File: src/rtl/htfr_pkg.sv
// ----------------------------------------------------------------------------
// htfr_pkg
// Shared constants and types for the header/tail frame receiver.
// ----------------------------------------------------------------------------
`default_nettype none

package htfr_pkg;

    // Payload length of one frame, in bytes (1 to 64)
    localparam int PAYLOAD_BYTES = 24;

    localparam int BYTE_W  = 8;
    localparam int INDEX_W = 6;
    localparam int ADDR_W  = (PAYLOAD_BYTES > 1) ? $clog2(PAYLOAD_BYTES) : 1;

    // Output tdata: payload byte and byte index, padded to whole bytes
    localparam int OUT_BITS   = BYTE_W + INDEX_W;
    localparam int OUT_DATA_W = ((OUT_BITS + 7) / 8) * 8;

    localparam logic [INDEX_W-1:0] LAST_IDX = INDEX_W'(PAYLOAD_BYTES - 1);

    // Configuration register map
    localparam int CFG_IDX_W = 8;
    localparam logic [CFG_IDX_W-1:0] REG_HEADER = CFG_IDX_W'(0);
    localparam logic [CFG_IDX_W-1:0] REG_TAIL   = CFG_IDX_W'(1);

    localparam logic [BYTE_W-1:0] HEADER_RESET = 8'hA5;
    localparam logic [BYTE_W-1:0] TAIL_RESET   = 8'h5A;

    typedef enum logic [4:0] {
        ST_WAIT_HDR  = 5'b00001,
        ST_PAYLOAD   = 5'b00010,
        ST_WAIT_TAIL = 5'b00100,
        ST_DRAIN_RD  = 5'b01000,
        ST_DRAIN_WR  = 5'b10000
    } t_state;

endpackage

`default_nettype wire

File: src/rtl/header_tail_frame_receiver_top.sv
// ----------------------------------------------------------------------------
// header_tail_frame_receiver_top
// Byte-stream deframer: header byte, fixed payload, tail byte.
// ----------------------------------------------------------------------------
// Usage:
//   s_axis_* carries received bytes, one per transfer. Bytes before a header
//   are dropped; a header during the payload restarts it; in the tail slot a
//   header starts a new frame and any other wrong byte drops the frame.
//   m_axis_* carries the payload of each good frame as PAYLOAD_BYTES
//   transfers, byte index in tdata, tlast on the final byte.
//   cfg port writes header (index 0) and tail (index 1) values; other
//   indexes are ignored. cfg_ready is always high.
// Timing:
//   While parsing, one input transfer per cycle. Payload bytes live in a
//   small RAM with registered read data; a good tail starts a read-out in
//   which each payload byte is read, then loaded into the output register,
//   and the input is held until the last byte is in the output register.
// Reset (synchronous, active low): waits for header, output empty, header
//   and tail values back to defaults. The RAM is not cleared.
// Backpressure: the read-out stalls while the output register is full and
//   m_axis_tready is low; no byte is lost or repeated.
// ----------------------------------------------------------------------------
`default_nettype none

module header_tail_frame_receiver_top (
    input  wire logic                               i_clk,
    input  wire logic                               i_rst_n,
    // config write channel
    input  wire logic                               i_cfg_valid,
    output logic                                    o_cfg_ready,
    input  wire logic [htfr_pkg::CFG_IDX_W-1:0]     i_cfg_index,
    input  wire logic [htfr_pkg::BYTE_W-1:0]        i_cfg_data,
    // input stream
    input  wire logic                               s_axis_tvalid,
    output logic                                    s_axis_tready,
    input  wire logic [htfr_pkg::BYTE_W-1:0]        s_axis_tdata,   // [7:0] rx_byte
    // output stream
    output logic                                    m_axis_tvalid,
    input  wire logic                               m_axis_tready,
    output logic [htfr_pkg::OUT_DATA_W-1:0]         m_axis_tdata,   // [7:0] payload_byte,
                                                                    // [13:8] byte_index,
                                                                    // rest zero
    output logic                                    m_axis_tlast    // last_byte
);

    import htfr_pkg::*;

    t_state               r_state, n_state;
    logic [INDEX_W-1:0]   r_count, n_count;
    logic [BYTE_W-1:0]    r_header, r_tail;

    logic                 r_out_valid, n_out_valid;
    logic [BYTE_W-1:0]    r_out_byte, n_out_byte;
    logic [INDEX_W-1:0]   r_out_index, n_out_index;
    logic                 r_out_last, n_out_last;

    logic                 in_xfer;
    logic                 out_free;
    logic                 ram_we, ram_re;
    logic [BYTE_W-1:0]    ram_rdata;

    assign o_cfg_ready   = 1'b1;
    assign s_axis_tready = (r_state != ST_DRAIN_RD) && (r_state != ST_DRAIN_WR);
    assign in_xfer       = s_axis_tvalid && s_axis_tready;
    assign out_free      = !r_out_valid || m_axis_tready;

    // config registers
    always_ff @(posedge i_clk) begin
        if (!i_rst_n) begin
            r_header <= HEADER_RESET;
            r_tail   <= TAIL_RESET;
        end else if (i_cfg_valid) begin
            if (i_cfg_index == REG_HEADER) begin
                r_header <= i_cfg_data;
            end
            if (i_cfg_index == REG_TAIL) begin
                r_tail <= i_cfg_data;
            end
        end
    end

    // payload store
    htfr_ram #(
        .WIDTH (BYTE_W),
        .DEPTH (PAYLOAD_BYTES)
    ) u_store (
        .i_clk   (i_clk),
        .i_we    (ram_we),
        .i_waddr (r_count[ADDR_W-1:0]),
        .i_wdata (s_axis_tdata),
        .i_re    (ram_re),
        .i_raddr (r_count[ADDR_W-1:0]),
        .o_rdata (ram_rdata)
    );

    always_comb begin
        n_state     = r_state;
        n_count     = r_count;
        ram_we      = 1'b0;
        ram_re      = 1'b0;
        n_out_valid = r_out_valid && !m_axis_tready;
        n_out_byte  = r_out_byte;
        n_out_index = r_out_index;
        n_out_last  = r_out_last;

        case (r_state)
            ST_WAIT_HDR: begin
                if (in_xfer && (s_axis_tdata == r_header)) begin
                    n_count = '0;
                    n_state = ST_PAYLOAD;
                end
            end
            ST_PAYLOAD: begin
                if (in_xfer) begin
                    if (s_axis_tdata == r_header) begin
                        n_count = '0;
                    end else begin
                        ram_we = 1'b1;
                        if (r_count == LAST_IDX) begin
                            n_count = '0;
                            n_state = ST_WAIT_TAIL;
                        end else begin
                            n_count = r_count + INDEX_W'(1);
                        end
                    end
                end
            end
            ST_WAIT_TAIL: begin
                if (in_xfer) begin
                    n_count = '0;
                    // tail test wins when header equals tail
                    if (s_axis_tdata == r_tail) begin
                        n_state = ST_DRAIN_RD;
                    end else if (s_axis_tdata == r_header) begin
                        n_state = ST_PAYLOAD;
                    end else begin
                        n_state = ST_WAIT_HDR;
                    end
                end
            end
            ST_DRAIN_RD: begin
                ram_re  = 1'b1;
                n_state = ST_DRAIN_WR;
            end
            ST_DRAIN_WR: begin
                // read data holds until the output register frees up
                if (out_free) begin
                    n_out_valid = 1'b1;
                    n_out_byte  = ram_rdata;
                    n_out_index = r_count;
                    n_out_last  = (r_count == LAST_IDX);
                    if (r_count == LAST_IDX) begin
                        n_count = '0;
                        n_state = ST_WAIT_HDR;
                    end else begin
                        n_count = r_count + INDEX_W'(1);
                        n_state = ST_DRAIN_RD;
                    end
                end
            end
            default: begin
                n_count = '0;
                n_state = ST_WAIT_HDR;
            end
        endcase
    end

    always_ff @(posedge i_clk) begin
        if (!i_rst_n) begin
            r_state     <= ST_WAIT_HDR;
            r_count     <= '0;
            r_out_valid <= 1'b0;
        end else begin
            r_state     <= n_state;
            r_count     <= n_count;
            r_out_valid <= n_out_valid;
        end
    end

    always_ff @(posedge i_clk) begin
        r_out_byte  <= n_out_byte;
        r_out_index <= n_out_index;
        r_out_last  <= n_out_last;
    end

    assign m_axis_tvalid = r_out_valid;
    assign m_axis_tdata  = OUT_DATA_W'({r_out_index, r_out_byte});
    assign m_axis_tlast  = r_out_last;

endmodule

`default_nettype wire

File: src/rtl/htfr_ram.sv
// ----------------------------------------------------------------------------
// htfr_ram
// Generic single-write, single-read RAM with registered read data.
// ----------------------------------------------------------------------------
`default_nettype none

module htfr_ram #(
    parameter int WIDTH = 8,
    parameter int DEPTH = 24,
    localparam int AW   = (DEPTH > 1) ? $clog2(DEPTH) : 1
) (
    input  wire logic             i_clk,
    input  wire logic             i_we,
    input  wire logic [AW-1:0]    i_waddr,
    input  wire logic [WIDTH-1:0] i_wdata,
    input  wire logic             i_re,
    input  wire logic [AW-1:0]    i_raddr,
    output logic      [WIDTH-1:0] o_rdata
);

    logic [WIDTH-1:0] r_mem [DEPTH];

    always_ff @(posedge i_clk) begin
        if (i_we) begin
            r_mem[i_waddr] <= i_wdata;
        end
        if (i_re) begin
            o_rdata <= r_mem[i_raddr];
        end
    end

endmodule

`default_nettype wire
File: config.mk
export PLATFORM = sky130hd
export DESIGN_NAME = header_tail_frame_receiver_top
export DESIGN_NICKNAME = d
export VERILOG_FILES = /design/src/rtl/htfr_pkg.sv /design/src/rtl/header_tail_frame_receiver_top.sv /design/src/rtl/htfr_ram.sv
export SDC_FILE = /design/constraint.sdc
export NUM_CORES = 1
export LEC_CHECK = 0
export BUFFER_PORTS_ARGS = -buffer_cell sky130_fd_sc_hd__buf_2
export CORE_MARGIN = 1.5
export CORE_UTILIZATION = 50
export DETAILED_ROUTE_END_ITERATION = 7
export PLACE_DENSITY = 0.76
export SYNTH_ARGS = -nofsm -noshare
export SYNTH_HDL_FRONTEND = slang
export SYNTH_SLANG_ARGS = --single-unit
File: constraint.sdc
create_clock -name i_clk -period 4 [get_ports i_clk]
set_input_delay 0.4 -clock i_clk [delete_from_list [all_inputs] [get_ports i_clk]]
set_output_delay 0.4 -clock i_clk [all_outputs]
set_load 0.02 [all_outputs]
==> report_table.html <==
<table>
<tr><th>Metric</th><th>Value</th></tr>
<tr><th colspan="2">Outcome</th></tr>
<tr><td>Run status</td><td>complete, no violations</td></tr>
<tr><th colspan="2">Clock tree</th></tr>
<tr><td>Clk Latency, worst-skew pair</td><td>about 0.5 ns</td></tr>
<tr><td>Reg clk slew, reported paths</td><td>about 0.06 ns</td></tr>
<tr><td>Hold buffer count at CTS</td><td>0</td></tr>
<tr><td>CTS tree</td><td>yes</td></tr>
<tr><td>Number of sinks on the clock net</td><td>243</td></tr>
<tr><td>CTS buffer count</td><td>24</td></tr>
<tr><td>Number of H-tree levels</td><td>1</td></tr>
<tr><td>PostCTS Resize Cnt</td><td>0</td></tr>
<tr><td>CTS root buf</td><td>sky130_fd_sc_hd__clkbuf_16</td></tr>
<tr><td>Post-CTS Setup Inserts</td><td>0</td></tr>
<tr><td>Maximum root-to-sink buffer count</td><td>3</td></tr>
<tr><th colspan="2">GRT</th></tr>
<tr><td>GR Util All Layers</td><td>between 20% and 30%</td></tr>
<tr><td>Via count of the first global-routing pass</td><td>slightly above 5000</td></tr>
<tr><td>Largest net degree at the start of global routing</td><td>38</td></tr>
<tr><td>Initial antenna violation count</td><td>0</td></tr>
<tr><td>Grt total ovfl</td><td>0</td></tr>
<tr><td>Global-route wire length before repair</td><td>between 30 and 40 mm</td></tr>
<tr><th colspan="2">Power</th></tr>
<tr><td>Maximum VDD drop</td><td>between 0.0003 and 0.0004 V</td></tr>
<tr><td>Sw frac</td><td>19.88%</td></tr>
<tr><td>Combinational power share</td><td>between 5 and 6%</td></tr>
<tr><td>Pleak</td><td>about 3.6 nW</td></tr>
<tr><td>Design internal power</td><td>4.427 mW</td></tr>
<tr><td>Register share of total power</td><td>roughly 51%</td></tr>
<tr><td>Total power divided by cell area</td><td>roughly 500 mW/mm2</td></tr>
<tr><td>Power share of the clock group</td><td>between 40% and 50%</td></tr>
<tr><td>Switching component of the power</td><td>1.099 mW</td></tr>
<tr><th colspan="2">Critical path</th></tr>
<tr><td>Largest fanout on the critical path</td><td>8</td></tr>
<tr><td>Largest delay share family, worst path</td><td>simple AND/OR/NAND/NOR gates</td></tr>
<tr><td>Crit path max-delay cell type</td><td>sky130_fd_sc_hd__nor2_1</td></tr>
<tr><td>Setup CP Type</td><td>register to register</td></tr>
<tr><td>CP Buf/Inv Count</td><td>0</td></tr>
<tr><td>Dominant cell type by count on the critical path</td><td>sky130_fd_sc_hd__nor2_1</td></tr>
<tr><td>Maximum cell stage delay along the critical path</td><td>0.70 ns</td></tr>
<tr><td>Nature of the critical path endpoint</td><td>register</td></tr>
<tr><td>Type of origin of the critical path</td><td>register</td></tr>
<tr><td>Critical path required time</td><td>between 4 and 5 ns</td></tr>
<tr><td>CP cell instances</td><td>xnor2_1 &gt; nand4_1 &gt; o21bai_1 &gt; nor2_1 &gt; nand2_1 &gt; nor2_1</td></tr>
<tr><td>CP Data Arrival Time</td><td>3.00 ns</td></tr>
<tr><th colspan="2">Route</th></tr>
<tr><td>DR iter-0 viols</td><td>just under 600</td></tr>
<tr><td>1st-pass router iterations</td><td>5</td></tr>
<tr><td>Total DRC errors in the routed layout</td><td>0</td></tr>
<tr><td>Routed Wire Length</td><td>20.72 mm</td></tr>
<tr><td>Total number of vias</td><td>5177</td></tr>
<tr><td>Per-cell via count in the routed design</td><td>between 5 and 6</td></tr>
<tr><td>WL per Instance</td><td>~23 um</td></tr>
<tr><td>Antenna Violating Nets Remaining</td><td>0</td></tr>
<tr><th colspan="2">Placed design</th></tr>
<tr><td>Cell area reported after detailed placement</td><td>about 0.010 mm2</td></tr>
<tr><td>Buffers added on ports</td><td>45</td></tr>
<tr><td>Post-DP HPWL</td><td>about 14 mm</td></tr>
<tr><td>Placed Cells incl. Taps</td><td>841</td></tr>
<tr><td>Pre-CTS WS</td><td>0.9875 ns</td></tr>
<tr><td>Placer congestion estimate</td><td>0.8235</td></tr>
<tr><th colspan="2">Layout</th></tr>
<tr><td>Fraction of layout instances using a drive strength above 1</td><td>between 20 and 30%</td></tr>
<tr><td>Final design area excluding fillers</td><td>about 0.011 mm2</td></tr>
<tr><td>Top library cells by usage in the layout, fill and taps aside</td><td>sky130_fd_sc_hd__edfxtp_1, sky130_fd_sc_hd__mux4_2, sky130_fd_sc_hd__buf_2, sky130_fd_sc_hd__nor2_1, sky130_fd_sc_hd__nand2_1</td></tr>
<tr><td>Diodes inserted</td><td>0</td></tr>
<tr><td>Area growth syn-to-layout</td><td>13.78%</td></tr>
<tr><td>Nets@finish</td><td>about 640</td></tr>
<tr><td>Most common cell after layout, fill and taps aside</td><td>sky130_fd_sc_hd__edfxtp_1</td></tr>
<tr><td>Final non-filler cell total</td><td>885</td></tr>
<tr><th colspan="2">Floorplan</th></tr>
<tr><td>Placeable core region</td><td>between 0.015 and 0.02 mm2</td></tr>
<tr><td>Starting density of the core</td><td>between 50% and 60%</td></tr>
<tr><td>Number of rows created at floorplan</td><td>50</td></tr>
<tr><td>Die span in y</td><td>between 100 and 150 um</td></tr>
<tr><td>Number of top-level design ports</td><td>49</td></tr>
<tr><td>Floorplan die area</td><td>around 0.020 mm2</td></tr>
<tr><td>Chip width</td><td>~140 um</td></tr>
<tr><th colspan="2">Synth</th></tr>
<tr><td>Count of synthesis-stage warnings from yosys</td><td>0</td></tr>
<tr><td>Synth async-reset ratio</td><td>0%</td></tr>
<tr><td>Count of mapped cells out of synthesis</td><td>between 500 and 600</td></tr>
<tr><td>Most frequently used flop master after synthesis</td><td>sky130_fd_sc_hd__edfxtp_1</td></tr>
<tr><td>Number of enable-type register cells in the synthesized netlist</td><td>215</td></tr>
<tr><td>Avg Inst Size Synth</td><td>around 18 um2</td></tr>
<tr><td>Synth cell types</td><td>54</td></tr>
<tr><td>Register bit total from synthesis</td><td>roughly 240</td></tr>
<tr><td>Syn Std Cell Area</td><td>between 0.009 and 0.01 mm2</td></tr>
<tr><td>Share of the yosys chip area belonging to registers</td><td>a little under three quarters</td></tr>
<tr><th colspan="2">Timing</th></tr>
<tr><td>Maximum clock frequency</td><td>about 350 MHz</td></tr>
<tr><td>Setup ws final</td><td>about 1.1 ns</td></tr>
<tr><td>Worst slack on hold paths</td><td>0.1220 ns</td></tr>
<tr><td>Transition time at the pin with the least slew margin</td><td>between 0.9 and 1 ns</td></tr>
<tr><td>Count of final setup violators</td><td>0</td></tr>
<tr><td>Min cycle time layout</td><td>2.871 ns</td></tr>
<tr><td>Max Clock Skew</td><td>between 0.01 and 0.015 ns</td></tr>
<tr><td>Final slew viol count</td><td>0</td></tr>
<tr><td>Remaining max-slew budget at the tightest pin</td><td>38.88%</td></tr>
<tr><td>Total count of hold-check failures in the final report</td><td>0</td></tr>
<tr><td>Unrepaired setup endpoints after global routing</td><td>no</td></tr>
<tr><td>Total negative slack</td><td>0 ns</td></tr>
<tr><td>Tcrit/Tclk final</td><td>just over 70%</td></tr>
<tr><th colspan="2">Flow run</th></tr>
<tr><td>Number of violations of the max-capacitance limit</td><td>0</td></tr>
<tr><th colspan="2">Min path</th></tr>
<tr><td>Worst hold-check path type</td><td>input pin to register</td></tr>
</table>
-- per-layer routing --
metal,GRT usage [%],part of all wire [%],vias to the layer above
met5,0,0,-
met4,5.914,2.6,0
met3,5.701,9.1,43
met2,33.75,47,263
met1,28.81,41,2596
li1,-,-,2275
-- final timing paths --
| check | slack, ns | end | from | cells after the start |
|---|---|---|---|---|
| setup / recovery | 1.13 | u_store.r_mem[9][7] | r_header[1] | 6 |
| hold / removal | 0.12 | r_tail[3] | i_cfg_data[3] | 3 |
| hold reg to reg | 0.42 | r_out_byte[5] | u_store.o_rdata[5] | 0 |
| setup reg to reg | 1.13 | u_store.r_mem[9][7] | r_header[1] | 6 |
-- flip-flops by register name (all words and copies together) (netlist names) --
register	count
r_state	5
r_count	6
r_tail	8
u_store.r_mem	192
u_store.o_rdata	8
r_header	8
m_axis_tlast	1
m_axis_tvalid	1
r_out_byte	8
r_out_index	6
-- power by group through the flow --
| stage | combinational (mW) | clock, mW | sequential [mW] |
|---|---|---|---|
| 3_5_place_dp | 0.288 | 0 | 2.85 |
| 3_3_place_gp | 0.281 | 0 | 2.85 |
| 6_report | 0.291 | 2.44 | 2.80 |
| 2_1_floorplan | 0.229 | 0 | 2.83 |
| 4_1_cts | 0.290 | 2.47 | 2.80 |
| 5_1_grt | 0.314 | 2.56 | 2.80 |
-- area by class of cell --
class / instances / area, um2
clock inverter: 16 / 236.5
clock buffer: 28 / 636.9
multi-input combinational: 280 / 2592
timing repair buffer: 55 / 300.3
fill: 1368 / 7831
tap: 260 / 325.3
inverter: 3 / 11.26
sequential: 243 / 7022
-- Yosys cell counts (all sizes together) (4+ instances only) --
| cell type | number | area, um2 |
|---|---|---|
| edfxtp | 215 | 6456 |
| mux4 | 48 | 1081 |
| nor2 | 41 | 156.4 |
| nand2 | 35 | 138.9 |
| dfxtp | 28 | 560.5 |
| buf | 22 | 130.1 |
| mux2i | 16 | 160.2 |
| a21oi | 12 | 67.57 |
| nand3 | 12 | 60.06 |
| nor2b | 10 | 62.56 |
| xnor2 | 10 | 87.58 |
| xor2 | 9 | 78.83 |
| a22oi | 8 | 60.06 |
| clkbuf | 8 | 30.03 |
| mux2 | 8 | 90.09 |
| nand3b | 6 | 45.04 |
| o21ai | 6 | 30.02 |
| ha | 5 | 62.56 |
| or3 | 5 | 41.29 |
| nand2b | 4 | 32.53 |
| nor4 | 4 | 25.02 |
-- through the flow --
stage | power [mW] | util (%)
floorplan | 3.058 | -
global placement | 3.130 | 54.08
detailed placement | 3.140 | 54.08
CTS | 5.553 | 58.69
global route | 5.670 | 58.69
finish | 5.526 | 58.69
-- logic make-up after synthesis --
kind of cell,after synthesis,synth area share [%]
flip-flops,243,71.77
AND/OR/NAND/NOR,138,7.320
multiplexers,72,13.62
AO/OA/AOI/OAI,43,3.123
buffers and inverters,33,1.753
XOR/XNOR,19,1.702
adder cells (fa/ha/maj),5,0.6399
other,2,0.07681
-- tightest hold or removal path: stages --
cell and delay [ns]:
sky130_fd_sc_hd__buf_2 0.09, sky130_fd_sc_hd__mux2i_1 0.06, sky130_fd_sc_hd__nand2_1 0.05
Note: power is estimated with default switching activity, not from simulation.
